--- src/rtl/core/tswr_pkg.sv ---
// ----------------------------------------------------------------------------
// tswr_pkg
// Types and constants shared by the send window ring controller and datapath.
// ----------------------------------------------------------------------------
`default_nettype none

package tswr_pkg;

  localparam int CNT_W  = 13;
  localparam int OFFS_W = 12;
  localparam int BYTE_W = 8;

  localparam logic [CNT_W-1:0] BUF_SIZE_RESET = 13'd4096;

  typedef enum logic [1:0] {
    MODE_APPEND = 2'd0,
    MODE_READ   = 2'd1,
    MODE_DROP   = 2'd2,
    MODE_NONE   = 2'd3
  } mode_t;

  typedef enum logic [1:0] {
    SEL_WRITE,
    SEL_READ,
    SEL_DROP
  } mod_sel_t;

  typedef struct packed {
    logic     load;
    logic     mod_start;
    mod_sel_t mod_sel;
    logic     commit_append;
    logic     commit_drop;
    logic     mem_read;
    logic     out_load;
  } cmd_t;

  typedef struct packed {
    mode_t mode;
    logic  room;
    logic  mod_busy;
    logic  out_free;
  } stat_t;

endpackage

`default_nettype wire

--- src/rtl/core/tswr_ctrl.sv ---
// ----------------------------------------------------------------------------
// tswr_ctrl
// Controller: sequences one operation through the datapath.
// ----------------------------------------------------------------------------
`default_nettype none

module tswr_ctrl (
  input  wire logic            clk,
  input  wire logic            rst,
  input  wire logic            in_valid,
  output logic                 in_stall,
  output tswr_pkg::cmd_t       cmd,
  input  wire tswr_pkg::stat_t stat
);

  typedef enum logic [1:0] {
    S_IDLE,
    S_DISPATCH,
    S_MOD,
    S_FIN
  } state_t;

  state_t state;
  state_t state_next;

  always_comb begin
    cmd        = '0;
    state_next = state;
    unique case (stat.mode)
      tswr_pkg::MODE_APPEND: cmd.mod_sel = tswr_pkg::SEL_WRITE;
      tswr_pkg::MODE_READ:   cmd.mod_sel = tswr_pkg::SEL_READ;
      default:               cmd.mod_sel = tswr_pkg::SEL_DROP;
    endcase
    unique case (state)
      S_IDLE: begin
        if (in_valid) begin
          cmd.load   = 1'b1;
          state_next = S_DISPATCH;
        end
      end
      S_DISPATCH: begin
        // A full buffer rejects an append, and the unused mode does nothing.
        if ((stat.mode == tswr_pkg::MODE_APPEND && !stat.room) ||
            stat.mode == tswr_pkg::MODE_NONE) begin
          state_next = S_FIN;
        end else begin
          cmd.mod_start = 1'b1;
          state_next    = S_MOD;
        end
      end
      S_MOD: begin
        if (!stat.mod_busy) begin
          unique case (stat.mode)
            tswr_pkg::MODE_APPEND: cmd.commit_append = 1'b1;
            tswr_pkg::MODE_READ:   cmd.mem_read      = 1'b1;
            default:               cmd.commit_drop   = 1'b1;
          endcase
          state_next = S_FIN;
        end
      end
      S_FIN: begin
        if (stat.out_free) begin
          cmd.out_load = 1'b1;
          state_next   = S_IDLE;
        end
      end
      default: state_next = S_IDLE;
    endcase
  end

  always_ff @(posedge clk) begin
    if (rst) begin
      state <= S_IDLE;
    end else begin
      state <= state_next;
    end
  end

  assign in_stall = (state != S_IDLE);

endmodule

`default_nettype wire

--- config.mk ---
export PLATFORM = sky130hd
export DESIGN_NAME = tswr_ctrl
export DESIGN_NICKNAME = d
export VERILOG_FILES = /design/src/rtl/core/tswr_pkg.sv /design/src/rtl/core/tswr_ctrl.sv
export SDC_FILE = /design/constraint.sdc
export NUM_CORES = 1
export LEC_CHECK = 0
export BUFFER_PORTS_ARGS = -buffer_cell sky130_fd_sc_hd__buf_2
export CORE_AREA = 2 2 39 41
export CTS_BUF_LIST = sky130_fd_sc_hd__clkbuf_16
export CTS_CLUSTER_SIZE = 40
export DETAILED_ROUTE_END_ITERATION = 16
export DIE_AREA = 0 0 41 43
export PLACE_DENSITY = 0.47
export REMOVE_ABC_BUFFERS = 1
export SETUP_SLACK_MARGIN = 0.1
export SLEW_MARGIN = 20
export SYNTH_ARGS = -nofsm -noshare
export SYNTH_HDL_FRONTEND = slang
export SYNTH_SLANG_ARGS = --single-unit
--- constraint.sdc ---
create_clock -name clk -period 2 [get_ports clk]
set_input_delay 0.1 -clock clk [delete_from_list [all_inputs] [get_ports clk]]
set_output_delay 0.1 -clock clk [all_outputs]
set_load 0.01 [all_outputs]
# Word level (Yosys, flattened, before mapping)
# Cells that the tools add are included.
[word_totals] register_bits=2 out_inout_bits=9 wordCells=34
[op_classes] n_eq_ne=8 muxes=17 n_reduce_logical=8
[op_table] operator="$mux W1" n=10
[op_table] operator="$pmux W2 S4" n=1
[op_table] operator="$eq A2 B2 Y1 const B" n=3
[op_table] operator="$mux W2" n=3
[op_table] operator="$mux W3" n=2
[op_table] operator="$ne A2 B2 Y1 const B" n=3
[op_table] operator="$eq A2 B1 Y1 const B" n=2
[op_table] operator="$logic_not A2 Y1" n=2
[op_table] operator="$pmux W2 S2" n=1
[op_table] operator="$reduce_and A3 Y1" n=1
[op_table] operator="$reduce_bool A2 Y1" n=1
[op_table] operator="$reduce_or A2 Y1" n=1
[op_table] operator="$logic_and A1 B1 Y1" n=1
[op_table] operator="$logic_not A1 Y1" n=1
[op_table] operator="$logic_or A1 B1 Y1" n=1

# Depth between registers and ports, before layout
[depth] depth_word=5 mapped_depth=5

# Worst setup path before layout
# No wires, ideal clock.
[synth_path] kind="register to register" from="reg state[0]" to="reg state[0]" t_arrival_ns=1.108 setup_slack_ns=0.759 stages_incl_launch_ff=6 path_buffers=0 period_less_slack_ns=1.241 cell_sequence="dfxtp_1 inv_1 ha_1 or2_0 a41oi_1 a311oi_2"
[synth_between] elab_chain_len=3 elab_cells_between_ends=9 classes_between="eq/ne (6); mux (1); reduce/logical (2)"
[synth_lines] element="start, declared" line="tswr_ctrl.sv:23" rtl="state_t state;"
[synth_lines] element="start signal, assigned" line="tswr_ctrl.sv:75" rtl="state <= state_next;"
[synth_lines] element="$eq A2 B2 Y1 or $logic_not A2 Y1 (tied branches)" line="tswr_ctrl.sv:34" rtl="unique case (state)"
[synth_lines] element="$ne A2 B2 Y1 (no line)"
[synth_lines] element="$reduce_and A3 Y1 (no line)"
# Parallel ways exist; a longest one is shown, timed or not.
# A chain may end at the register's enable or synchronous reset.

==> out/qor.yml <==
peakVddDrop_uv: 588.8
port_buffers: 16
grt_pass1_wl_um: 1048
final_antenna_net_count: 0
drc_errors: 0
synth_edf_count: 0
powerDensity_nw_per_um2: 1482
num_rows: 14
final_cell_mix: "buf_2, ha_1, inv_1, clkbuf_16"
cts_made_buffers: 3
holdBufCountCts: 0
chipWidth_um: 41
die_y_um: 43
yosysSeqAreaShare_pct: 14.22
clock_latency_ns: 0.22
drt_iter0_drc: 0
cp_max_fo: 4
finalHoldViolations: 0
arrival_ns: 1.31
worst_pin_slew_ns: 0.2415
p_leak_nw: 0.2322
period_share_pct: 70.40
final_cells: 66
critPathRequiredTime_ns: 1.90
htreeDepth: 1
yosysWarningCount: 0
cts_max_path_buffers: 2
grtUsageTotal_pct: 8.918
slew_headroom_pct: 83.67
post_cts_resized: 0
status: "finished, final reports clean"
cts_setup_buffers: 0
antenna_found_initial: 0
drive_gt1_share_pct: 50.00
wl_per_cell_um: 9.455
place_inst: 63
setup_viol: 0
final_common_cell: "buf_2"
largest_reg_flops: 2
maxClockFrequency_mhz: 710.2
overflow: 0
async_flop_share_pct: 0
pin_count: 17
design.die.area_um2: 1763
crit_path_start_kind: "register"
core_um2: 1384
wirelength_um: 624
finalCriticalPeriod_ns: 1.408
netlist_area_um2: 281.5
areaGrowthSynthToFinish_pct: 60.89
cts_sinks: 2
top_regs: "state (2)"
finalSetupTns_ns: 0
synthFlopType: "dfxtp_1"
synthCells: 32
crit_type: "register to output pin"
cts-root-buf: "clkbuf_16"
gp_congestion: 0.7152
hpwl_um: 521.7
grt_max_degree: 7
clk_pin_slew_ns: 0.03
regMostFlops: "state"
cp-end-kind: "output pin"
rsz0062_at_grt: "no"
syn_avg_cell_area_um2: 8.798
first_global_vias: 277
ys_ff_latch: 2
ys_types: 23
clock-skew-final_ns: 0.004786
viasPerCell: 4.424
drv_cap: 0
cts_tree: "yes"
drt_first_pass_iters: 1
report.final.slew_viol_count: 0
final_nets: 65
vias: 292
hold_class: "input port to register"
diodes: 0
initial_core_util_pct: 20.34
routing by layer:
| layer | vias to the layer above | global-route usage, % | share of wire (%) |
|---|---|---|---|
| met5 | - | 0 | 0 |
| met4 | 0 | 4.000 | 0 |
| met3 | 0 | 4.712 | 5.9 |
| li1 | 150 | - | - |
| met2 | 5 | 13.13 | 52 |
| met1 | 137 | 10.22 | 42 |
synthesized netlist by cell type (all sizes together) (2+ instances only):
master	instances	area [um^2]
ha	5	62.56
nand2b	2	20.02
and3b	2	17.52
and2	3	20.02
dfxtp	2	40.04
inv	3	11.26
where the power goes:
| group | total (mW) | leakage, nW | internal (mW) | switching (mW) |
|---|---|---|---|---|
| Sequential | 0.0791 | 0.0166 | 0.0594 | 0.0197 |
| Clock | 0.298 | 0.0370 | 0.254 | 0.0434 |
| Combinational | 0.294 | 0.179 | 0.142 | 0.152 |
path summary, 6_finish.rpt:
path / start / to / slack, ns / depth (start not counted)
max reg2reg: state[0] / state[0] / 0.64 / 5
min: rst / state[0] / 0.07 / 2
min reg2reg: state[0] / state[0] / 0.65 / 2
max: state[0] / cmd[3] / 0.59 / 4
final cells by class:
| type | instances | area (um^2) |
|---|---|---|
| fillers | 155 | 930.9 |
| multi-input cells | 26 | 226.5 |
| repair buffers | 16 | 80.08 |
| clock buffers | 3 | 75.07 |
| flip-flops and latches | 2 | 40.04 |
| well taps | 16 | 20.02 |
| inverters | 3 | 11.26 |
worst max-delay path: stages (launching register included):
cell and delay (ns):
dfxtp_1 0.33, inv_1 0.14, ha_1 0.21, nor4b_1 0.23, buf_2 0.18
through the flow:
stage / area, um^2 / power [mW] / util (%) / worst slack [ns] / hold slack (ns)
5_1_grt: 452.9 / 0.7225 / 32.73 / 0.4542 / 0.07279
3_5_place_dp: 377.9 / 0.3772 / 27.31 / 0.6240 / 0.2962
6_report: 452.9 / 0.6711 / 32.73 / 0.5920 / 0.06753
3_3_place_gp: 377.9 / 0.3819 / 27.31 / 0.6313 / 0.3018
2_1_floorplan: 277.8 / 0.2923 / - / 0.7592 / 0.1679
4_1_cts: 452.9 / 0.6812 / 32.73 / 0.5624 / 0.06314
logic make-up (layout without fill, tap and decap cells):
logic type / after synthesis / after routing / share of synthesized area, %
and+or+nand+nor: 16 / 16 / 43.12
DFF: 2 / 2 / 14.22
adders and majority gates: 5 / 5 / 22.22
AOI/OAI and AO/OA: 5 / 5 / 15.11
buffers and inverters: 4 / 22 / 5.332
(Power assumes the default switching activity.)
